--- config.mk ---
export PLATFORM = sky130hd
export DESIGN_NAME = pwow_framer
export DESIGN_NICKNAME = d
export VERILOG_FILES = /design/src/design/pwow_pkg.sv /design/src/design/pwow_framer.sv
export VERILOG_INCLUDE_DIRS = /design/src /design/src/design
export SDC_FILE = /design/constraint.sdc
export NUM_CORES = 1
export LEC_CHECK = 0
export ABC_AREA = 1
export BUFFER_PORTS_ARGS = -buffer_cell sky130_fd_sc_hd__buf_2
export CAP_MARGIN = 20
export CELL_PAD_IN_SITES_DETAIL_PLACEMENT = 1
export CELL_PAD_IN_SITES_GLOBAL_PLACEMENT = 1
export CORE_UTILIZATION = 41
export DETAILED_ROUTE_END_ITERATION = 6
export HOLD_SLACK_MARGIN = 0.06
export PLACE_DENSITY_LB_ADDON = 0.1
export SLEW_MARGIN = 20
export SYNTH_ARGS = -nofsm -noshare
export SYNTH_HDL_FRONTEND = slang
export SYNTH_SLANG_ARGS = --single-unit
--- constraint.sdc ---
create_clock -name clk -period 8.2 [get_ports clk]
set_clock_uncertainty 0.05 [all_clocks]
set_input_delay 1.64 -clock clk [delete_from_list [all_inputs] [get_ports clk]]
set_output_delay 1.64 -clock clk [all_outputs]
set_load 0.02 [all_outputs]
--- src/design/pulse_width_one_wire_sender_defines.svh ---
// ----------------------------------------------------------------------------
// pulse width one-wire sender assertion macros
// shared concurrent assertion forms, clocked on clk and held off in rst
// ----------------------------------------------------------------------------
`ifndef PULSE_WIDTH_ONE_WIRE_SENDER_DEFINES_SVH
`define PULSE_WIDTH_ONE_WIRE_SENDER_DEFINES_SVH

// same-cycle implication
`define PWOW_ASSERT_NOW(lbl, ante, cons, msg) \
  lbl: assert property (@(posedge clk) disable iff (rst) (ante) |-> (cons)) \
    else $error(msg);

// next-cycle implication
`define PWOW_ASSERT_NEXT(lbl, ante, cons, msg) \
  lbl: assert property (@(posedge clk) disable iff (rst) (ante) |=> (cons)) \
    else $error(msg);

`endif

--- src/design/pwow_pkg.sv ---
// ----------------------------------------------------------------------------
// pwow_pkg
// types, constants and helpers of the pulse width one-wire sender
// ----------------------------------------------------------------------------
package pwow_pkg;

  localparam int QUEUE_DEPTH  = 32;
  localparam int COUNTER_BITS = 13;

  localparam int QA_W     = (QUEUE_DEPTH > 1) ? $clog2(QUEUE_DEPTH) : 1;
  localparam int FILL_W   = $clog2(QUEUE_DEPTH + 1);
  localparam int CNT_W    = COUNTER_BITS;
  localparam int REG_W    = 13;
  localparam int BYTE_W   = 8;
  localparam int BIT_W    = $clog2(BYTE_W);
  localparam int QCOUNT_W = 6;
  localparam int CFG_IDX_W = 2;

  localparam logic [BIT_W-1:0] BIT_LAST = BIT_W'(BYTE_W - 1);

  localparam logic [REG_W-1:0] START_LOW_RST = REG_W'(5000);
  localparam logic [REG_W-1:0] SHORT_RST     = REG_W'(200);
  localparam logic [REG_W-1:0] LONG_RST      = REG_W'(600);

  // request kinds
  localparam logic REQ_WRITE = 1'b0;
  localparam logic REQ_TICK  = 1'b1;

  typedef enum logic [CFG_IDX_W-1:0] {
    REG_START_LOW = 2'd0,
    REG_SHORT     = 2'd1,
    REG_LONG      = 2'd2
  } cfg_reg_t;

  typedef enum logic [3:0] {
    PH_IDLE  = 4'b0001,
    PH_START = 4'b0010,
    PH_HIGH  = 4'b0100,
    PH_LOW   = 4'b1000
  } phase_t;

  typedef struct packed {
    logic [REG_W-1:0] start_low;
    logic [REG_W-1:0] short_ph;
    logic [REG_W-1:0] long_ph;
  } cfg_t;

  typedef struct packed {
    logic [FILL_W-1:0] fill_next;
    logic              dropped;
  } q_stat_t;

  typedef struct packed {
    logic line_next;
    logic sending_next;
  } fr_stat_t;

  typedef struct packed {
    logic                line_level;
    logic                sending;
    logic [QCOUNT_W-1:0] queued_count;
    logic                dropped;
  } result_t;

  function automatic logic [QA_W-1:0] qa_inc(input logic [QA_W-1:0] a);
    return (a == QA_W'(QUEUE_DEPTH - 1)) ? '0 : a + QA_W'(1);
  endfunction

endpackage

--- src/design/pwow_framer.sv ---
// ----------------------------------------------------------------------------
// pwow_framer
// frame timing: start pulse, eight pulse width bits, idle tick
// ----------------------------------------------------------------------------
`include "pulse_width_one_wire_sender_defines.svh"

module pwow_framer import pwow_pkg::*; (
  input  logic              clk,
  input  logic              rst,
  input  logic              tick,
  input  cfg_t              cfg,
  input  logic              q_not_empty,
  input  logic [BYTE_W-1:0] q_head_byte,
  output logic              pop,
  output fr_stat_t          stat
);

  phase_t            phase, phase_next;
  logic [BIT_W-1:0]  bit_pos, bit_pos_next;
  logic [BYTE_W-1:0] shift_byte, shift_byte_next;
  logic [CNT_W-1:0]  cnt, cnt_next, cnt_inc;
  logic              line, line_next;
  logic              load_pending;
  logic [REG_W-1:0]  dur;
  logic              done;

  assign cnt_inc = cnt + CNT_W'(1);

  always_comb begin
    unique case (phase)
      PH_START: dur = cfg.start_low;
      PH_HIGH:  dur = shift_byte[0] ? cfg.long_ph : cfg.short_ph;
      PH_LOW:   dur = shift_byte[0] ? cfg.short_ph : cfg.long_ph;
      default:  dur = cfg.start_low;
    endcase
  end

  assign done = (32'(cnt_inc) >= 32'(dur));

  always_comb begin
    phase_next      = phase;
    bit_pos_next    = bit_pos;
    shift_byte_next = shift_byte;
    cnt_next        = cnt;
    line_next       = line;
    pop             = 1'b0;
    if (tick) begin
      unique case (phase)
        PH_IDLE: begin
          if (q_not_empty) begin
            pop          = 1'b1;
            phase_next   = PH_START;
            cnt_next     = '0;
            bit_pos_next = '0;
            line_next    = 1'b0;
          end
        end
        PH_START: begin
          cnt_next = cnt_inc;
          if (done) begin
            phase_next   = PH_HIGH;
            cnt_next     = '0;
            bit_pos_next = '0;
            line_next    = 1'b1;
          end
        end
        PH_HIGH: begin
          cnt_next = cnt_inc;
          if (done) begin
            phase_next = PH_LOW;
            cnt_next   = '0;
            line_next  = 1'b0;
          end
        end
        PH_LOW: begin
          cnt_next = cnt_inc;
          if (done) begin
            cnt_next  = '0;
            line_next = 1'b1;
            if (bit_pos == BIT_LAST) begin
              phase_next   = PH_IDLE;
              bit_pos_next = '0;
            end else begin
              phase_next      = PH_HIGH;
              bit_pos_next    = bit_pos + BIT_W'(1);
              shift_byte_next = shift_byte >> 1;
            end
          end
        end
        default: begin
          phase_next = PH_IDLE;
        end
      endcase
    end
    // popped byte lands from the ram in the cycle after the pop, still in the start pulse
    if (load_pending) begin
      shift_byte_next = q_head_byte;
    end
  end

  assign stat.line_next    = line_next;
  assign stat.sending_next = (phase_next != PH_IDLE);

  always_ff @(posedge clk) begin
    if (rst) begin
      phase        <= PH_IDLE;
      bit_pos      <= '0;
      shift_byte   <= '0;
      cnt          <= '0;
      line         <= 1'b1;
      load_pending <= 1'b0;
    end else begin
      phase        <= phase_next;
      bit_pos      <= bit_pos_next;
      shift_byte   <= shift_byte_next;
      cnt          <= cnt_next;
      line         <= line_next;
      load_pending <= pop;
    end
  end

  `PWOW_ASSERT_NEXT(a_pop_loads, pop, load_pending && phase == PH_START, "popped byte not loaded")
  `PWOW_ASSERT_NOW(a_load_in_start, load_pending, phase == PH_START, "byte load outside start pulse")
  `PWOW_ASSERT_NOW(a_idle_high, phase == PH_IDLE, line, "line low while idle")

endmodule

== Word-level counts from Yosys, hierarchy flattened ==
Cells that the tools add are included.

* Equal/unequal tests: 10
* Add/subtract/negate cells: 2
* Order comparisons: 1
* Multiplexer cells: 31
* Reduce and logical (&&, ||, !) cells: 10

{| class="wikitable"
|+ Operators by type and width
! operator !! count
|-
| 2-to-1 mux 13 bit || 4
|-
| one-hot mux 13 bit (2 select lines) || 2
|-
| 2-to-1 mux 8 bit || 5
|-
| 2-to-1 mux 4 bit || 5
|-
| one-hot mux 4 bit (4 select lines) || 1
|-
| 2-to-1 mux 3 bit || 5
|-
| adder 13 x 1 -> 13 bit, second input constant || 1
|-
| >= comparator 13 bit || 1
|-
| one-hot mux 3 bit (3 select lines) || 1
|-
| inequality test 2 bit, second input constant || 4
|-
| nonzero test 2 bit || 4
|-
| 2-to-1 mux 1 bit || 7
|-
| AND reduction 5 bit || 1
|-
| == test 4 x 1 -> 1 bit, second input constant || 1
|-
| == test 4 x 2 -> 1 bit, second input constant || 1
|-
| == test 4 x 3 -> 1 bit, second input constant || 1
|-
| == test 4 bit, second input constant || 1
|-
| inequality test 4 x 1 -> 1 bit, second input constant || 1
|-
| AND reduction 4 bit || 1
|-
| adder 3 x 1 -> 3 bit, second input constant || 1
|-
| == test 3 bit, second input constant || 1
|-
| one-hot mux 1 bit (3 select lines) || 1
|-
| AND reduction 3 bit || 1
|-
| nonzero test 3 bit || 1
|-
| 2 further kinds || 2
|}

* Output and inout port bits: 3
* Flip-flop bits (word level): 30
* Input bits: 51
* Logic and storage cells: 60

== Depth between registers and ports, before layout ==
* Depth after elaboration: 7
* Depth in mapped cells: 24
* Gate-level depth less buffers: 23

== Least setup slack after synthesis ==
No wires, ideal clock.

* Path type: input to output
* Start: input port cfg[16] (netlist name)
* End: output port stat[1] (netlist name)
* Setup slack: 3.144 ns
* Buffers on the path: 1
* Stages: 16
* Required time: 6.510 ns
* Arrival: 3.366 ns
* Cell sequence: a221oi_1 -> o21ai_0 -> o21ai_0 -> ha_1 -> nand2_1 -> inv_1 -> nand2_1 -> nand3_1 -> nand2_1 -> nand3_2 -> inv_1 -> nand2_1 -> nand3_1 -> nand3_1 -> o21ai_0 -> buf_4

* Word-level cells in the longest chain between the ends: 6
* Elaborated cells between the ends (all ways): 8
* Classes of those cells: order compare: 1; mux: 7

{| class="wikitable"
|+ RTL lines
! item !! RTL line !! RTL
|-
| start, declared || pwow_framer.sv:11 || <nowiki>input cfg_t cfg,</nowiki>
|-
| 2-to-1 mux 13 bit (on tied branches) || pwow_framer.sv:33, pwow_framer.sv:32 ||
|-
| one-hot mux 13 bit (2 select lines) (*) || pwow_framer.sv:30 || <nowiki>unique case (phase)</nowiki>
|-
| >= comparator 13 bit (*) || pwow_framer.sv:38 || <nowiki>assign done = (32'(cnt_inc) >= 32'(dur));</nowiki>
|-
| 2-to-1 mux 1 bit (on tied branches) || pwow_framer.sv:60, pwow_framer.sv:77, pwow_framer.sv:69 ||
|-
| one-hot mux 1 bit (3 select lines) (*) || pwow_framer.sv:48 || <nowiki>unique case (phase)</nowiki>
|-
| 2-to-1 mux 1 bit (*) || pwow_framer.sv:47 || <nowiki>if (tick) begin</nowiki>
|-
| end, declared || pwow_framer.sv:15 || <nowiki>output fr_stat_t stat</nowiki>
|}

Every way passes the cells marked *; elsewhere a longest branch is shown, timed or not.

==> flow_summary.json <==
{
  "first_global_vias": 2640,
  "clock_sink_count": 30,
  "vdd.ir_drop.worst_mv": 0.07186,
  "fin_crit_ns": 5.851,
  "holdCritStartpoint": "bit_pos[2]$_SDFFE_PP0P_",
  "initialDrtViolationCount": 47,
  "max-cap-violations": 0,
  "core-area_sq_um": 5956,
  "layout-area-overhead-vs-synth_pct": 14.38,
  "drt_pass1_iterations": 4,
  "grt_setup_unrepaired": "false",
  "synth.yosys.seq_area_share_pct": 23.55,
  "timing.slew.headroom_pct": 40.18,
  "nFillCells": 833,
  "grt_pass1_wl_mm": 11.83,
  "clk_root_buffer_cell": "clkbuf_8",
  "placement_rows": 28,
  "final_core_utilization_pct": 48.97,
  "register_bit_count_reported_by_yosys": 30,
  "synthFlopType": "dfxtp_1",
  "critical_setup_path_kind": "reg -> out",
  "setup_viol": 0,
  "post_synth_main_area_contributors": "dfxtp_1 (24%), nand2_1 (13%), ha_1 (7.9%), inv_1 (7.1%), o21ai_0 (6.3%)",
  "worstSetupStartpointType": "flop",
  "synth_top_area_share_pct": 23.55,
  "critPathRequiredTime_ns": 6.51,
  "p_leak_nw": 1.372,
  "grt_use_total_pct": 23.62,
  "final_nets": 506,
  "synth.lib_cells_used.distinct": 33,
  "netlist.top_cell.by_area": "dfxtp_1",
  "synthesis.instances": 397,
  "synth_enable_flop_cells": 0,
  "route.vias.total": 2689,
  "die_footprint_sq_um": 6539,
  "proportion_of_register_bits_with_asynchronous_set_or_reset_after_synthesis_pct": 0,
  "area_of_the_mapped_netlist_sq_um": 2550,
  "clkTransAtPathRegs_ns": 0.06,
  "clk_latency_ns": 0.29,
  "leading_cell_type_by_number_of_instances_after_synthesis": "nand2_1",
  "vias_per_cell": 5.221,
  "r2r_start": "phase[0]$_SDFF_PP1_",
  "outcome": "finished clean",
  "post_cts.resized_instances": 0,
  "die_h_um": 80.87,
  "timing.final.max_slew_violations": 0,
  "worstSetupStartpoint": "phase[0]$_SDFF_PP1_",
  "wl_mm": 7.197,
  "cts_setup_buffers": 0,
  "finalHoldViolCount": 0,
  "cts-htree-levels": 2,
  "antenna_found_initial": 0,
  "drc_errors": 0,
  "total_congestion_overflow": 0,
  "initial_utilization_pct": 42.82,
  "port-buffer-count": 53,
  "tritoncts": "built",
  "hold_buffers_post_cts": 0,
  "power-per-cell-area_nw_per_um2": 114.1,
  "die_x_um": 80.87,
  "cts_inserted_buffers": 5,
  "wl_per_cell_um": 13.97,
  "ioPinCount": 54,
  "critPathArrivalTime_ns": 4.16,
  "endpoint_kind": "output pin",
  "synth_top_cells_by_count": "nand2_1 (85), inv_1 (48), nor2_1 (37)",
  "fin_setup_tns_ns": 0,
  "worst_pin_slew_ns": 0.8961,
  "hold-worst-slack_ns": 0.4347,
  "fmax_mhz": 170.9,
  "yosysWarningCount": 0,
  "layout_cell_share_with_drive_strength_beyond_1_pct": 22.05,
  "routabilityCongestion": 0.8207,
  "worst_hold_path_class": "reg -> reg",
  "place.detailed.hpwl_mm": 5.602,
  "postRouteAntennaNets": 0,
  "grt_max_degree": 26,
  "synth_fp_nets": 464,
  "path_max_fanout": 19,
  "clock_path_buffers": 2,
  "final_min_period_over_clock_period_pct": 71.35,
  "antenna_cells_inserted": 0,
  "syn_area_per_cell_sq_um": 6.423
}
==> flip-flops by register name, indices dropped and copies added, names as in the netlist <==
| name | flops |
|---|---|
| shift_byte | 8 |
| load_pending | 1 |
| cnt | 13 |
| line | 1 |
| phase | 4 |
| bit_pos | 3 |
==> cells in the final DEF, fill, tap and decap left out, drive strengths merged, types with 2 or more instances in the layout <==
cell type	instances
nand2	96
buf	53
inv	53
nor2	40
a21oi	37
o21ai	33
dfxtp	30
nand3	29
ha	16
xor2	9
a221oi	7
o211ai	7
nor3	7
clkbuf	6
nand4	4
o32ai	3
xnor2	2
mux2	2
==> per-layer routing <==
| layer | GRT usage [%] | share of wire (%) |
|---|---|---|
| met2 | 42.77 | 50 |
| met1 | 27.33 | 46 |
| met3 | 4.944 | 3.3 |
| met4 | 7.857 | 1.4 |
| met5 | 0 | 0 |
==> logic make-up after synthesis <==
| group | share of synthesized area, % |
|---|---|
| xor gates and xnor gates | 3.779 |
| buffers and inverters | 11.24 |
| adders and majority gates | 7.851 |
| muxes | 1.276 |
| AOI/OAI and AO/OA | 21.54 |
| and+or+nand+nor | 30.77 |
| DFF | 23.55 |
==> cell type report <==
cell class / count / area [sq um] / area share, %
Tap cell: 75 / 93.84 / 3.218
Clock inverter: 2 / 12.51 / 0.4290
Sequential cell: 30 / 600.6 / 20.59
Multi-Input combinational cell: 296 / 1663 / 57.01
Timing Repair Buffer: 53 / 265.3 / 9.095
Clock buffer: 6 / 82.58 / 2.831
Inverter: 53 / 198.9 / 6.821
==> path summary, 6_finish.rpt <==
check | to | cells past startpoint | slack [ns]
worst max-delay path | stat[0] | 21 | 2.35
worst min-delay path | bit_pos[2]$_SDFFE_PP0P_ | 2 | 0.43
worst max register to register | cnt[1]$_SDFFE_PP0P_ | 19 | 3.93
worst min register to register | bit_pos[2]$_SDFFE_PP0P_ | 2 | 0.43
==> worst max-delay path, cell delays in order, from the launching register on <==
cell and delay, ns:
dfxtp_1 0.36, nor2_2 0.11, inv_2 0.06, nor3_4 0.53, inv_2 0.24, nand2_1 0.46
inv_1 0.17, a221oi_1 0.40, ha_1 0.32, nand2_1 0.06, nor2_1 0.05, nand3_1 0.09
nand2_1 0.05, nor2_1 0.25, nand3_1 0.13, nand3_1 0.12, nand2_1 0.05, inv_1 0.06
nand2_1 0.05, nor2_1 0.09, nand2_1 0.06, buf_2 0.15
==> where the power goes <==
part	internal (mW)	switching, mW
combinational	0.0207	0.0320
sequential	0.149	0.00292
clock	0.0674	0.0612
==> stage by stage <==
stage	power, mW	area [sq um]	std cells	setup slack (ns)
6_report	0.3328	2917	515	2.349
3_5_place_dp	0.2075	2821	507	2.571
5_1_grt	0.3484	2917	515	1.893
2_1_floorplan	0.1875	2550	397	3.144
4_1_cts	0.3374	2917	515	2.320
3_3_place_gp	0.2064	2821	507	2.664
No activity file was read; power rests on OpenSTA's default activity.
