## config.mk

```make
export PLATFORM = sky130hd
export DESIGN_NAME = pwow_queue
export DESIGN_NICKNAME = d
export VERILOG_FILES = /design/src/design/pwow_pkg.sv /design/src/design/pwow_ram.sv /design/src/design/pwow_queue.sv
export VERILOG_INCLUDE_DIRS = /design/src /design/src/design
export SDC_FILE = /design/constraint.sdc
export NUM_CORES = 1
export LEC_CHECK = 0
export ABC_AREA = 1
export BUFFER_PORTS_ARGS = -buffer_cell sky130_fd_sc_hd__buf_4
export CORE_UTILIZATION = 60
export DETAILED_ROUTE_END_ITERATION = 7
export GPL_ROUTABILITY_DRIVEN = 0
export PLACE_DENSITY = 0.83
export SYNTH_ARGS = -nofsm -noshare
export SYNTH_HDL_FRONTEND = slang
export SYNTH_SLANG_ARGS = --single-unit
```

## constraint.sdc

```tcl
create_clock -name clk -period 3.8 [get_ports clk]
set_clock_uncertainty 0.2 [all_clocks]
set_input_delay 0.38 -clock clk [delete_from_list [all_inputs] [get_ports clk]]
set_output_delay 0.38 -clock clk [all_outputs]
set_load 0.03 [all_outputs]
```

## src/design/pulse_width_one_wire_sender_defines.svh

```systemverilog
// ----------------------------------------------------------------------------
// pulse width one-wire sender assertion macros
// shared concurrent assertion forms, clocked on clk and held off in rst
// ----------------------------------------------------------------------------
`ifndef PULSE_WIDTH_ONE_WIRE_SENDER_DEFINES_SVH
`define PULSE_WIDTH_ONE_WIRE_SENDER_DEFINES_SVH

// same-cycle implication
`define PWOW_ASSERT_NOW(lbl, ante, cons, msg) \
  lbl: assert property (@(posedge clk) disable iff (rst) (ante) |-> (cons)) \
    else $error(msg);

// next-cycle implication
`define PWOW_ASSERT_NEXT(lbl, ante, cons, msg) \
  lbl: assert property (@(posedge clk) disable iff (rst) (ante) |=> (cons)) \
    else $error(msg);

`endif

```

## src/design/pwow_pkg.sv

```systemverilog
// ----------------------------------------------------------------------------
// pwow_pkg
// types, constants and helpers of the pulse width one-wire sender
// ----------------------------------------------------------------------------
package pwow_pkg;

  localparam int QUEUE_DEPTH  = 32;
  localparam int COUNTER_BITS = 13;

  localparam int QA_W     = (QUEUE_DEPTH > 1) ? $clog2(QUEUE_DEPTH) : 1;
  localparam int FILL_W   = $clog2(QUEUE_DEPTH + 1);
  localparam int CNT_W    = COUNTER_BITS;
  localparam int REG_W    = 13;
  localparam int BYTE_W   = 8;
  localparam int BIT_W    = $clog2(BYTE_W);
  localparam int QCOUNT_W = 6;
  localparam int CFG_IDX_W = 2;

  localparam logic [BIT_W-1:0] BIT_LAST = BIT_W'(BYTE_W - 1);

  localparam logic [REG_W-1:0] START_LOW_RST = REG_W'(5000);
  localparam logic [REG_W-1:0] SHORT_RST     = REG_W'(200);
  localparam logic [REG_W-1:0] LONG_RST      = REG_W'(600);

  // request kinds
  localparam logic REQ_WRITE = 1'b0;
  localparam logic REQ_TICK  = 1'b1;

  typedef enum logic [CFG_IDX_W-1:0] {
    REG_START_LOW = 2'd0,
    REG_SHORT     = 2'd1,
    REG_LONG      = 2'd2
  } cfg_reg_t;

  typedef enum logic [3:0] {
    PH_IDLE  = 4'b0001,
    PH_START = 4'b0010,
    PH_HIGH  = 4'b0100,
    PH_LOW   = 4'b1000
  } phase_t;

  typedef struct packed {
    logic [REG_W-1:0] start_low;
    logic [REG_W-1:0] short_ph;
    logic [REG_W-1:0] long_ph;
  } cfg_t;

  typedef struct packed {
    logic [FILL_W-1:0] fill_next;
    logic              dropped;
  } q_stat_t;

  typedef struct packed {
    logic line_next;
    logic sending_next;
  } fr_stat_t;

  typedef struct packed {
    logic                line_level;
    logic                sending;
    logic [QCOUNT_W-1:0] queued_count;
    logic                dropped;
  } result_t;

  function automatic logic [QA_W-1:0] qa_inc(input logic [QA_W-1:0] a);
    return (a == QA_W'(QUEUE_DEPTH - 1)) ? '0 : a + QA_W'(1);
  endfunction

endpackage

```

## src/design/pwow_ram.sv

```systemverilog
// ----------------------------------------------------------------------------
// pwow_ram
// generic single write port ram with one registered read port
// ----------------------------------------------------------------------------
module pwow_ram #(
  parameter int WIDTH = 8,
  parameter int DEPTH = 32,
  localparam int AW = (DEPTH > 1) ? $clog2(DEPTH) : 1
) (
  input  logic             clk,
  input  logic             we,
  input  logic [AW-1:0]    waddr,
  input  logic [WIDTH-1:0] wdata,
  input  logic             re,
  input  logic [AW-1:0]    raddr,
  output logic [WIDTH-1:0] rdata
);

  logic [WIDTH-1:0] mem [DEPTH];

  always_ff @(posedge clk) begin
    if (we) begin
      mem[waddr] <= wdata;
    end
    if (re) begin
      rdata <= mem[raddr];
    end
  end

endmodule

```

## src/design/pwow_queue.sv

```systemverilog
// ----------------------------------------------------------------------------
// pwow_queue
// circular byte queue held in ram, head byte read on pop through the registered ram port
// ----------------------------------------------------------------------------
`include "pulse_width_one_wire_sender_defines.svh"

module pwow_queue import pwow_pkg::*; (
  input  logic              clk,
  input  logic              rst,
  input  logic              push,
  input  logic [BYTE_W-1:0] push_byte,
  input  logic              pop,
  output logic              not_empty,
  output logic [BYTE_W-1:0] head_byte,
  output q_stat_t           stat
);

  logic [QA_W-1:0]   head;
  logic [QA_W-1:0]   tail;
  logic [FILL_W-1:0] fill;
  logic [FILL_W-1:0] fill_next;
  logic              full;
  logic              wr_en;

  assign full      = (fill == FILL_W'(QUEUE_DEPTH));
  assign not_empty = (fill != '0);
  assign wr_en     = push && !full;

  always_comb begin
    fill_next = fill;
    if (wr_en) begin
      fill_next = fill + FILL_W'(1);
    end else if (pop) begin
      fill_next = fill - FILL_W'(1);
    end
  end

  assign stat.fill_next = fill_next;
  assign stat.dropped   = push && full;

  always_ff @(posedge clk) begin
    if (rst) begin
      head <= '0;
      tail <= '0;
      fill <= '0;
    end else begin
      fill <= fill_next;
      if (wr_en) begin
        tail <= qa_inc(tail);
      end
      if (pop) begin
        head <= qa_inc(head);
      end
    end
  end

  pwow_ram #(
    .WIDTH (BYTE_W),
    .DEPTH (QUEUE_DEPTH)
  ) u_ram (
    .clk   (clk),
    .we    (wr_en),
    .waddr (tail),
    .wdata (push_byte),
    .re    (pop),
    .raddr (head),
    .rdata (head_byte)
  );

  `PWOW_ASSERT_NOW(a_fill_bound, 1'b1, fill <= FILL_W'(QUEUE_DEPTH), "queue fill over depth")
  `PWOW_ASSERT_NOW(a_pop_nonempty, pop, not_empty && !push, "pop from empty queue")
  `PWOW_ASSERT_NOW(a_ptr_match, fill == '0 || full, head == tail, "queue pointers disagree with fill")

endmodule

```

==> Word-level counts from Yosys, hierarchy flattened <==
Memories as Yosys holds them, arrays and structs flattened. A register that Yosys moved wholly into a read port is not among the register bits.
Index checks and enable logic that the tools add are counted.
{ "totals": {"wordCells": 21, "latchBits": 0, "mem_bits_ro": 0, "in_bits": 12, "memories": 1, "ramBits": 256, "output_inout_bits": 16, "ff_bits": 16} }
{ "op_classes": {"n_reduce_logical": 4, "n_mux": 6, "eq_ne": 3, "multipliers": 0, "n_addsub": 4, "div_mod_pow": 0, "n_shift": 0, "bitwise": 0, "n_lt_le_gt_ge": 0} }
{ "mem_list": {"columns": ["memory", "words", "width", "read_ports", "rd_clocked_by_memory_dff", "wr", "line_no", "source"], "rows": [
  ["u_ram.mem", 32, 8, 1, 1, 1, "pwow_ram.sv:19", "logic [WIDTH-1:0] mem [DEPTH];"]
]} }
{ "ops": {"columns": ["operator", "n"], "rows": [
  ["6-bit 2-to-1 mux", 2],
  ["5-bit by 1-bit adder with 5-bit output (second input constant)", 2],
  ["5-bit equality test (second input constant)", 2],
  ["5-bit 2-to-1 mux", 2],
  ["6-bit by 1-bit adder with 6-bit output (second input constant)", 1],
  ["6-bit equality test (second input constant)", 1],
  ["6-bit nonzero test", 1],
  ["6-bit by 1-bit subtractor with 6-bit output (second input constant)", 1],
  ["1-bit logical AND", 2],
  ["1-bit 2-to-1 mux", 2],
  ["1-bit logical NOT", 1]
]} }

==> Longest topological paths before layout <==
Gate-level depths: netlist of run 1.
{ "logic_depth": {"ltp_word": 5, "depth_mapped": 11, "mapped_depth_nobuf": 9} }

==> By module <==
From an unflattened synthesis of run 1, not the netlist that was laid out.
{ "unflattened": {"cells_unflattened": 1064, "hier_area_um2": 11845.1} }
{ "by_module_without_submodules": {"columns": ["mod", "seq_area_each_um2", "instances", "area_per_inst_um2", "cells_per_inst"], "rows": [
  ["pwow_ram", 7927.6, 1, 10866.7, 922],
  ["pwow_queue", 320.3, 1, 978.4, 142]
]} }

==> Worst setup path before layout of run 1 <==
No wires, ideal clock.
{ "synth_timing": {"path_kind": "reg2reg", "from": "reg fill[0]", "to": "mem u_ram.mem[31][0] (enable)", "setup_slack_ns": 1.541, "n_path_buf": 1, "stages_incl_launch_ff": 7, "period_less_slack_ns": 2.259, "arrival_time_ns": 1.675, "setup_ns": 0.383, "required_ns": 3.217, "path_cell_list": "dfxtp_1 > inv_1 > ha_1 > nand4_2 > nand2_4 > buf_4 > nor3_1"} }
{ "synth_via": {"elab_chain_cells": 5} }
{ "synth_lines": {"columns": ["element", "line_no", "source"], "rows": [
  ["start: declaration", "pwow_queue.sv:20", "logic [FILL_W-1:0] fill;"],
  ["start signal: assignment", "pwow_queue.sv:47", "fill <= fill_next;"],
  ["6-bit equality test", "pwow_queue.sv:25", "assign full = (fill == FILL_W'(QUEUE_DEPTH));"],
  ["1-bit logical NOT", "pwow_queue.sv:27", "assign wr_en = push && !full;"],
  ["1-bit logical AND", "pwow_queue.sv:27", null],
  ["1-bit 2-to-1 mux", "pwow_ram.sv:22", "if (we) begin"],
  ["1-bit 2-to-1 mux (not written as such)", "pwow_ram.sv:23", "mem[waddr] <= wdata;"],
  ["end: declaration", "pwow_ram.sv:19", null]
]} }
Every way passes these cells.

==> Worst setup path in the final report of run 1 <==
{ "layout_timing": {"from": "reg fill[0]", "to": "mem u_ram.mem[30][7] (enable)"} }
The elaborated chain is that of the path after synthesis.

==> results.py, run 1 <==
metrics = {
    "status": {
        "status": "finished, final reports clean",
    },
    "place": {
        "port_buffers": 27,
        "dp_hpwl_um": 16400,
    },
    "cells_and_area": {
        "drive_gt1_share_pct": 6.75,
        "antenna_cells": 0,
        "final_core_utilization_pct": 68.4,
        "syn_to_final_growth_pct": 10.8,
        "fin_nets": 1216,
        "n_fill_cell": 1377,
    },
    "sta": {
        "setup_viol": 0,
        "period_minus_slack_ns": 2.98,
        "rsz0062_at_grt": "false",
        "max_slew_margin_pct": 42.7,
        "fmax_mhz": 335,
        "final.setup.tns_ns": 0,
        "drv_slew": 0,
        "post-route-period-util_pct": 78.5,
        "tightestPinTransition_ns": 0.860,
        "finalHoldViolations": 0,
    },
    "synthesis": {
        "yosysWarnings": 0,
        "syn_area_per_cell_um2": 10.3,
        "synth_cell_type_count": 23,
        "synth_fp_nets": 1200,
        "ys_ff_latch": 280,
        "syn_inst": 1179,
        "syn_area_mm2": 0.0121,
        "yosysSeqAreaShare_pct": 68.2,
    },
    "worst_setup_path": {
        "cpPeakStageDelay_ns": 0.74,
        "critPathMaxFanout": 19,
        "worstPathArrival_ns": 2.94,
        "cp_slowest_cell": "nor2_1",
        "cp-start-kind": "flop",
        "crit_type": "flop to flop",
        "end_kind": "flop",
        "worstPathCellList": "inv_1 > ha_1 > nand4_2 > nand2_4 > inv_2 > nand2_1 > nor2_1",
        "worstPathRequired_ns": 3.76,
    },
    "floorplanning": {
        "die_w_um": 144,
        "die_h_um": 144,
        "core_area_mm2": 0.0196,
        "pin_count": 28,
        "die_area_mm2": 0.0207,
        "initial_utilization_pct": 61.7,
        "row_count": 51,
    },
    "grt": {
        "grt_max_degree": 81,
        "first_global_vias": 8008,
        "antenna_found_initial": 0,
        "grt_overflow": 0,
        "grt_pass1_wl_um": 43000,
        "track_usage_pct": 28.1,
    },
    "hold_path": {
        "hp-class": "input port to flop",
    },
    "clocking": {
        "h-tree-depth": 1,
        "worstSkewPairLatency_ns": 0.53,
        "cts_buffers": 27,
        "tritoncts": "built",
        "cts.sinks": 280,
        "cts_root_buffer": "clkbuf_16",
        "path_clk_slew_ns": 0.06,
        "cts-resized-gates": 0,
        "cts.path.max_buffers": 3,
    },
    "routing": {
        "routed_wl_um": 27800,
        "route.detailed.drc": 0,
        "first_pass_iters": 8,
        "wl_per_cell_um": 18.8,
        "first_iter_violations": 1102,
        "drtAntennaViolNets": 0,
        "vias": 8447,
        "avgViaCountPerCell": 5.71,
    },
    "power_and_ir_drop": {
        "ir_drop_mv": 0.351,
        "p_per_area_mw_per_mm2": 509,
        "leakage_uw": 0.00547,
    },
    "job": {
        "maxCapViolCount": 0,
    },
}
[cells by family (layout without fill, tap and decap cells)]
group | Yosys count | count (layout) | synth area share [%]
buffers and inverters | 208 | 244 | 6.94
and+or+nand+nor | 637 | 637 | 21.8
AOI/OAI and AO/OA | 44 | 44 | 2.02
DFF | 280 | 280 | 68.2
xor gates and xnor gates | 1 | 1 | 0.0725
adders and majority gates | 9 | 9 | 0.932
[per-stage QoR]
stage	instance area (um2)	std cells	setup slack, ns	power [uW]	hold WS, ns
after CTS	13400	1480	0.856	6830	0.0266
after detailed placement	12500	1430	0.872	4090	0.321
final	13400	1480	0.816	6820	0.0436
after global routing	13400	1480	0.647	7000	0.0301
after global placement	12500	1430	0.925	4080	0.312
after floorplan	12100	1179	1.54	3880	0.249
[cell usage after synthesis]
cell type,number,area share (%)
nand2_4,1,0.093
o211ai_1,9,0.56
dfxtp_1,16,2.6
clkbuf_1,11,0.34
nand4_2,1,0.10
buf_4,3,0.19
inv_1,152,4.7
ha_1,9,0.93
nor2_2,1,0.052
o21ai_0,9,0.37
nor3_1,8,0.33
nand3_1,169,7.0
nand2_1,394,12
edfxtp_1,264,66
xor2_1,1,0.072
a21oi_1,25,1.0
a31oi_1,1,0.052
nor4_1,1,0.052
buf_2,37,1.5
nand4_1,1,0.052
inv_2,2,0.062
clkinv_1,3,0.093
nor2_1,61,1.9
[layout make-up]
class                   instances  area [um2]  share of cell area (%)
clock buffers                  31         691                    5.16
clock inverters                18         230                    1.72
inverters                     157         591                    4.41
multi-input cells             691        3000                    22.4
flip-flops and latches        280        8250                    61.6
well taps                     265         332                    2.47
repair buffers                 38         300                    2.24
[placed cells by master, fill, tap and decap left out, drive strengths merged]
| cell type | instances |
|---|---|
| xor2 | 1 |
| nand2 | 395 |
| bufinv | 6 |
| dfxtp | 16 |
| nor4 | 1 |
| o211ai | 9 |
| nand3 | 169 |
| o21ai | 9 |
| nand4 | 2 |
| nor3 | 8 |
| buf | 37 |
| edfxtp | 264 |
| ha | 9 |
| a31oi | 1 |
| clkinv | 16 |
| dlygate4sd3 | 1 |
| a21oi | 25 |
| inv | 153 |
| nor2 | 62 |
| clkbuf | 31 |
[power breakdown]
group / internal, uW / switching (uW)
Clock: 1700 / 1080
Combinational: 157 / 419
Sequential: 3420 / 39.1
Total: 5280 / 1540
[timing repair]
| action | 4_1_cts | 5_1_grt |
|---|---|---|
| setup buffers | 0 | 0 |
| hold endpoints to repair | 6 | 0 |
| hold buffers | 1 | 0 |
[path summary, 6_finish.rpt]
path	slack (ns)	end	start	depth (start not counted)
hold reg to reg	0.35	tail[0]	tail[0]	2
setup reg to reg	0.82	u_ram.mem[30][7]	fill[0]	7
hold / removal	0.04	u_ram.rdata[4]	pop	1
setup / recovery	0.82	u_ram.mem[30][7]	fill[0]	7
[worst max-delay path: cells and delay by family, from the launching register on]
family,cells,cell delay (ns)
DFF,1,0.37
and+or+nand+nor,4,1.47
adders and majority gates,1,0.27
buffers and inverters,2,0.28
[state kept, by name, summed over array words and instances, names as in the netlist]
signal / count
u_ram.mem: 256
u_ram.rdata: 8
fill: 6
head: 5
tail: 5
[routing by layer]
metal | vias up | share of wire (%) | track usage (%)
li1 | 3911 | - | -
met1 | 3932 | 39 | 39.1
met2 | 535 | 48 | 45.6
met3 | 69 | 9.7 | 3.00
met4 | 0 | 3.3 | 11.7
met5 | - | 0 | 0
(Power assumes the default switching activity.)
==> run 2: changes to the inputs <==
Settings changed: ABC_AREA 1 to 0, CORE_UTILIZATION 60 to 56, PLACE_DENSITY 0.83 to 0.81.
Clock period 3.8 ns to 2.55 ns, I/O delays scaled along.
==> run 2 against run 1 <==
Against the previous run:
- the flow now finishes with violations (negative setup slack)
- final cell count decreased by 34%
- wire length decreased by 12%
- non-clock buffer count grew 62
- synthesized cell count decreased by 49%
- global-route usage is 3.8 points lower
- hold slack improved by 0.021 ns
- register-to-register slack worse by 0.81 ns
- setup slack worse by 1.1 ns
- combinational power rose by 45%
- die area down 0.76%
- final area decreased by 2.3%
- clock power grew 31%
- largest power group unchanged
==> results.py, run 2 <==
metrics = {
    "status": {
        "status": "complete, but fails checks",
        "violations": "negative setup slack",
    },
    "routing": {
        "first_iter_violations": 673,
        "first_pass_iters": 5,
        "drt-met1-wl_um": 9670,
        "drtAntennaViolNets": 0,
        "avgViaCountPerCell": 6.34,
        "met2WireLength_um": 12400,
        "vias": 6215,
        "wl_met3_um": 1580,
        "routed_wl_um": 24300,
        "top_layer": "met4",
        "route.detailed.drc": 0,
        "wl_per_cell_um": 24.8,
    },
    "worst_setup_path": {
        "cp_slowest_cell": "or4b_4",
        "path_depth": 7,
        "worstPathCellList": "inv_4 > ha_4 > or4b_4 > o21ai_4 > mux2_4 > xnor2_4 > buf_6",
        "cp_top_family": "simple AND/OR/NAND/NOR gates",
        "cp-start-kind": "flop",
        "worstPathRequired_ns": 2.10,
        "cpPeakStageDelay_ns": 0.49,
        "r2r_cells": 4,
        "critPathMaxFanout": 3,
        "crit_type": "flop to primary output",
        "end_kind": "primary output",
        "rrSetupSlack_ns": 0.01,
        "cp_num_buf_inv": 2,
        "worstPathArrival_ns": 2.41,
    },
    "sta": {
        "tightestPinTransition_ns": 0.982,
        "finalHoldViolations": 0,
        "setup_viol": 6,
        "period_minus_slack_ns": 2.86,
        "drv_slew": 0,
        "max_slew_margin_pct": 34.4,
        "fmax_mhz": 349,
        "rsz0062_at_grt": "true",
        "final.setup.tns_ns": -1.19,
        "post-route-period-util_pct": 112,
        "timing.final.ws_setup_ns": -0.314,
    },
    "cells_and_area": {
        "largest_register_ffs": 256,
        "syn_to_final_growth_pct": 16.9,
        "fin_nets": 717,
        "final_core_utilization_pct": 67.0,
        "drive_gt1_share_pct": 28.7,
        "mostFrequentLayoutCells": "264 x edfxtp_1, 82 x buf_4, 49 x nor2_1",
        "largest-register": "u_ram.mem",
        "reg.largest.list": "u_ram.mem x256, u_ram.rdata x8, fill x6",
        "antenna_cells": 0,
        "layout_commonest_cell": "edfxtp_1",
    },
    "synthesis": {
        "synth_fp_nets": 623,
        "async_reset_ff_share_pct": 0,
        "syn_area_mm2": 0.0112,
        "synth.most_common_cell": "edfxtp_1",
        "synth_area_leaders": "edfxtp_1 71%, mux4_2 9.5%, mux2i_1 3.6%",
        "synth_cell_type_count": 52,
        "synth_common_cells": "264 x edfxtp_1, 49 x nor2_1, 47 x mux4_2",
        "syn_area_per_cell_um2": 18.6,
        "ys_ff_latch": 280,
        "synthFlopType": "edfxtp_1",
        "yosysTopAreaCell": "edfxtp_1",
        "synthDominantCellAreaShare_pct": 70.8,
        "synth_enable_flop_cells": 264,
        "yosysWarnings": 0,
        "yosysSeqAreaShare_pct": 73.7,
        "syn_inst": 602,
    },
    "floorplanning": {
        "pin_count": 28,
        "die_w_um": 143,
        "die_h_um": 143,
        "core_area_mm2": 0.0195,
        "initial_utilization_pct": 57.3,
        "row_count": 51,
        "die_area_mm2": 0.0206,
    },
    "clocking": {
        "cts_buffers": 27,
        "worstSkewPairLatency_ns": 0.53,
        "tritoncts": "built",
        "cts_root_buffer": "clkbuf_16",
        "cts.sinks": 280,
        "h-tree-depth": 1,
        "cts.path.max_buffers": 3,
        "path_clk_slew_ns": 0.06,
    },
    "place": {
        "port_buffers": 27,
        "dp_hpwl_um": 14400,
    },
    "grt": {
        "track_usage_pct": 24.3,
        "grt_overflow": 0,
        "antenna_found_initial": 0,
        "grt_max_degree": 33,
        "grt_pass1_wl_um": 36200,
        "first_global_vias": 6346,
    },
    "power_and_ir_drop": {
        "ir_drop_mv": 0.523,
        "leakage_uw": 0.00428,
        "p_per_area_mw_per_mm2": 734,
    },
    "hold_path": {
        "holdPathStages": 2,
        "hp-class": "input port to flop",
    },
    "job": {
        "maxCapViolCount": 0,
    },
}
==> run 2: cell count changes after synthesis, sizes merged, moves of 9 or more <==
cell,before,now
mux2i,0,40
inv,154,9
nand3,169,6
nand2,395,8
nor2,62,49
a22oi,0,11
mux4,0,47
o221ai,0,9
buf,40,22
==> run 2: logic make-up after synthesis <==
group	count (synthesis)	synth area share (%)
flip-flops	280	73.7
multiplexers	90	13.4
adder cells (fa/ha/maj)	9	1.01
AND/OR/NAND/NOR	100	4.41
AO/OA/AOI/OAI	78	5.31
XOR/XNOR	1	0.0782
buffers and inverters	44	2.16
==> run 2: layout make-up <==
class | instances | area (um2)
Tap cell | 265 | 332
Inverter | 9 | 36.3
Clock inverter | 20 | 125
Clock buffer | 28 | 679
Multi-Input combinational cell | 278 | 2800
Sequential cell | 280 | 8260
Timing Repair Buffer | 100 | 861
Fill cell | 1244 | 6440
==> run 2: report_power, final <==
part,total [uW],internal [uW],switching (uW)
registers,5150,5090,57.0
clock network,3630,2030,1600
logic,837,375,462
total,9610,7490,2120
==> run 2: layer usage <==
metal  vias to the layer above  track usage (%)
li1                       2629                -
met3                        61             3.00
met4                         0             10.8
met5                         -                0
met2                       318             39.7
met1                      3207             33.3
==> run 2: path summary, 6_finish.rpt <==
path,end,from
worst max-delay path,stat[3],fill[0]
worst min-delay path,u_ram.rdata[1],pop
worst max register to register,u_ram.rdata[0],head[0]
worst min register to register,tail[3],tail[0]
==> run 2: per-stage QoR <==
| step | std cells | worst slack, ns | area (um2) | hold slack [ns] | total power, uW |
|---|---|---|---|---|---|
| floorplan | 602 | 0.120 | 11200 | 0.154 | 5680 |
| global placement | 911 | 0.0488 | 12000 | 0.331 | 5920 |
| detailed placement | 911 | 0.0454 | 12000 | 0.340 | 5950 |
| CTS | 976 | -0.318 | 13000 | 0.0493 | 9580 |
| global route | 980 | -0.363 | 13100 | 0.0494 | 9870 |
| finish | 980 | -0.314 | 13100 | 0.0646 | 9610 |
==> run 2: timing repair <==
| action | 4_1_cts | 5_1_grt |
|---|---|---|
| setup buffers | 7 | 3 |
| endpoints found under the setup margin | 7 | 8 |
| hold endpoints to repair | 269 | 0 |
| hold buffers | 10 | 0 |
| gates cloned | 0 | 1 |
| gates resized for setup | 16 | 9 |
| pin swaps | 4 | 4 |
==> run 3: changes to the inputs <==
Settings changed: PLACE_DENSITY 0.81 to 0.75.
==> run 3 against run 2 <==
Against the previous run:
- global-route usage is 0.74 points higher
- die area stayed put
- final area is 0.26% higher
- final cell count is 0.71% higher
- largest cell class unchanged
- via count is 0.82% lower
- combinational power is 4.7% lower
- critical endpoint is now stat[4]
- the flow still finishes with violations (negative setup slack)
==> results.py, run 3 (same netlist as run 2, synthesis figures left out) <==
metrics = {
    "clocking": {
        "path_clk_slew_ns": 0.06,
        "tritoncts": "built",
        "cts_root_buffer": "clkbuf_16",
        "worstSkewPairLatency_ns": 0.52,
        "cts.sinks": 280,
        "cts.path.max_buffers": 3,
        "cts_buffers": 27,
        "h-tree-depth": 1,
    },
    "sta": {
        "timing.final.ws_setup_ns": -0.236,
        "rsz0062_at_grt": "true",
        "max_slew_margin_pct": 36.6,
        "finalHoldViolations": 0,
        "final.setup.tns_ns": -0.784,
        "period_minus_slack_ns": 2.79,
        "tightestPinTransition_ns": 0.950,
        "fmax_mhz": 359,
        "post-route-period-util_pct": 109,
        "setup_viol": 5,
        "drv_slew": 0,
        "whs_ns": 0.0197,
    },
    "routing": {
        "drtAntennaViolNets": 0,
        "routed_wl_um": 24600,
        "route.detailed.drc": 0,
        "first_pass_iters": 5,
        "vias": 6164,
        "avgViaCountPerCell": 6.25,
        "wl_per_cell_um": 24.9,
        "first_iter_violations": 702,
    },
    "floorplanning": {
        "die_area_mm2": 0.0206,
        "die_h_um": 143,
        "row_count": 51,
        "core_area_mm2": 0.0195,
        "initial_utilization_pct": 57.3,
        "die_w_um": 143,
        "pin_count": 28,
    },
    "worst_setup_path": {
        "cp_common_cell": "buf_4",
        "crit_type": "flop to primary output",
        "crit_start": "fill[0]",
        "end_kind": "primary output",
        "cp-start-kind": "flop",
        "worstPathRequired_ns": 2.10,
        "worstPathArrival_ns": 2.33,
        "cp_top_family": "simple AND/OR/NAND/NOR gates",
        "r2r_start": "head[0]",
        "cp_slowest_cell": "or4b_2",
        "cpPeakStageDelay_ns": 0.69,
        "critPathMaxFanout": 5,
        "worstPathCellList": "buf_4 > or4b_2 > nand3_1 > o21ai_1 > or2_2 > buf_4",
        "cp_num_buf_inv": 2,
    },
    "cells_and_area": {
        "syn_to_final_growth_pct": 17.2,
        "fin_area_mm2": 0.0131,
        "largest-register": "u_ram.mem",
        "mostFrequentLayoutCells": "264 x edfxtp_1, 88 x buf_4, 48 x nor2_1",
        "largest_register_ffs": 256,
        "layout_commonest_cell": "edfxtp_1",
        "final_cell_count_no_fill": 987,
        "antenna_cells": 0,
        "fin_nets": 724,
        "reg.largest.list": "u_ram.mem x256, u_ram.rdata x8, fill x6",
        "drive_gt1_share_pct": 29.8,
    },
    "power_and_ir_drop": {
        "p_per_area_mw_per_mm2": 748,
        "leakage_uw": 0.00431,
        "ir_drop_mv": 0.597,
        "finalPower_uw": 9810,
    },
    "place": {
        "placedCellCount": 917,
        "place_area_mm2": 0.0120,
        "port_buffers": 27,
        "dp_hpwl_um": 15100,
    },
    "grt": {
        "first_global_vias": 6154,
        "grt_overflow": 0,
        "grt_max_degree": 33,
        "track_usage_pct": 25.1,
        "grt_pass1_wl_um": 37200,
        "antenna_found_initial": 0,
    },
    "status": {
        "status": "complete, but fails checks",
        "violations": "negative setup slack",
    },
    "hold_path": {
        "hp-class": "input port to flop",
        "worstHoldStart": "push",
    },
    "job": {
        "maxCapViolCount": 0,
    },
}
run 3: cell count changes in the layout (fill, tap and decap cells not counted), sizes merged:
cell | previous run | this run
clkbuf | 29 | 34
clkinv | 16 | 8
dlygate4sd3 | 10 | 9
clkinvlp | 2 | 3
buf | 89 | 98
bufinv | 1 | 3
inv | 10 | 9
run 3: area by class of cell:
class,instances,area [um2]
clock buffer,34,702
multi-input combinational,278,2770
timing repair buffer,107,872
inverter,9,36.3
fill,1290,6400
sequential,280,8260
tap,265,332
clock inverter,14,150
run 3: path summary, 6_finish.rpt:
path,to,slack [ns],cells after the start
worst max-delay path,stat[4],-0.24,6
worst min-delay path,fill[3],0.02,4
worst max register to register,u_ram.rdata[7],0.08,5
worst min register to register,tail[3],0.40,2
run 3: worst min-delay path: cells and delay by family:
family                 cells  cell delay [ns]
AOI/OAI and AO/OA          2             0.20
buffers and inverters      1             0.15
and+or+nand+nor            1             0.09
run 3: metrics by stage:
stage	util, %	setup slack (ns)
floorplan	-	0.120
global placement	61.4	-0.115
detailed placement	61.4	-0.128
CTS	66.7	-0.272
global route	67.2	-0.324
finish	67.2	-0.236
run 3: what timing repair did:
action,4_1_cts,5_1_grt
hold endpoints to repair,235,0
endpoints found under the setup margin,7,10
pin swaps,4,5
hold buffers,9,0
buffers inserted,6,7
gates resized for setup,14,15
cloned,0,0
run 3: power by group:
part           internal (uW)  total, uW  switching [uW]
clock                   2250       3860            1610
combinational            361        798             438
sequential              5090       5150            61.3
run 3: layer usage:
layer	global-route usage (%)	wire length, um	vias to the layer above
met5	0	0	-
met1	35.7	10000	3193
li1	-	-	2649
met2	40.8	12100	286
met3	3.17	1860	36
met4	8.01	622	0
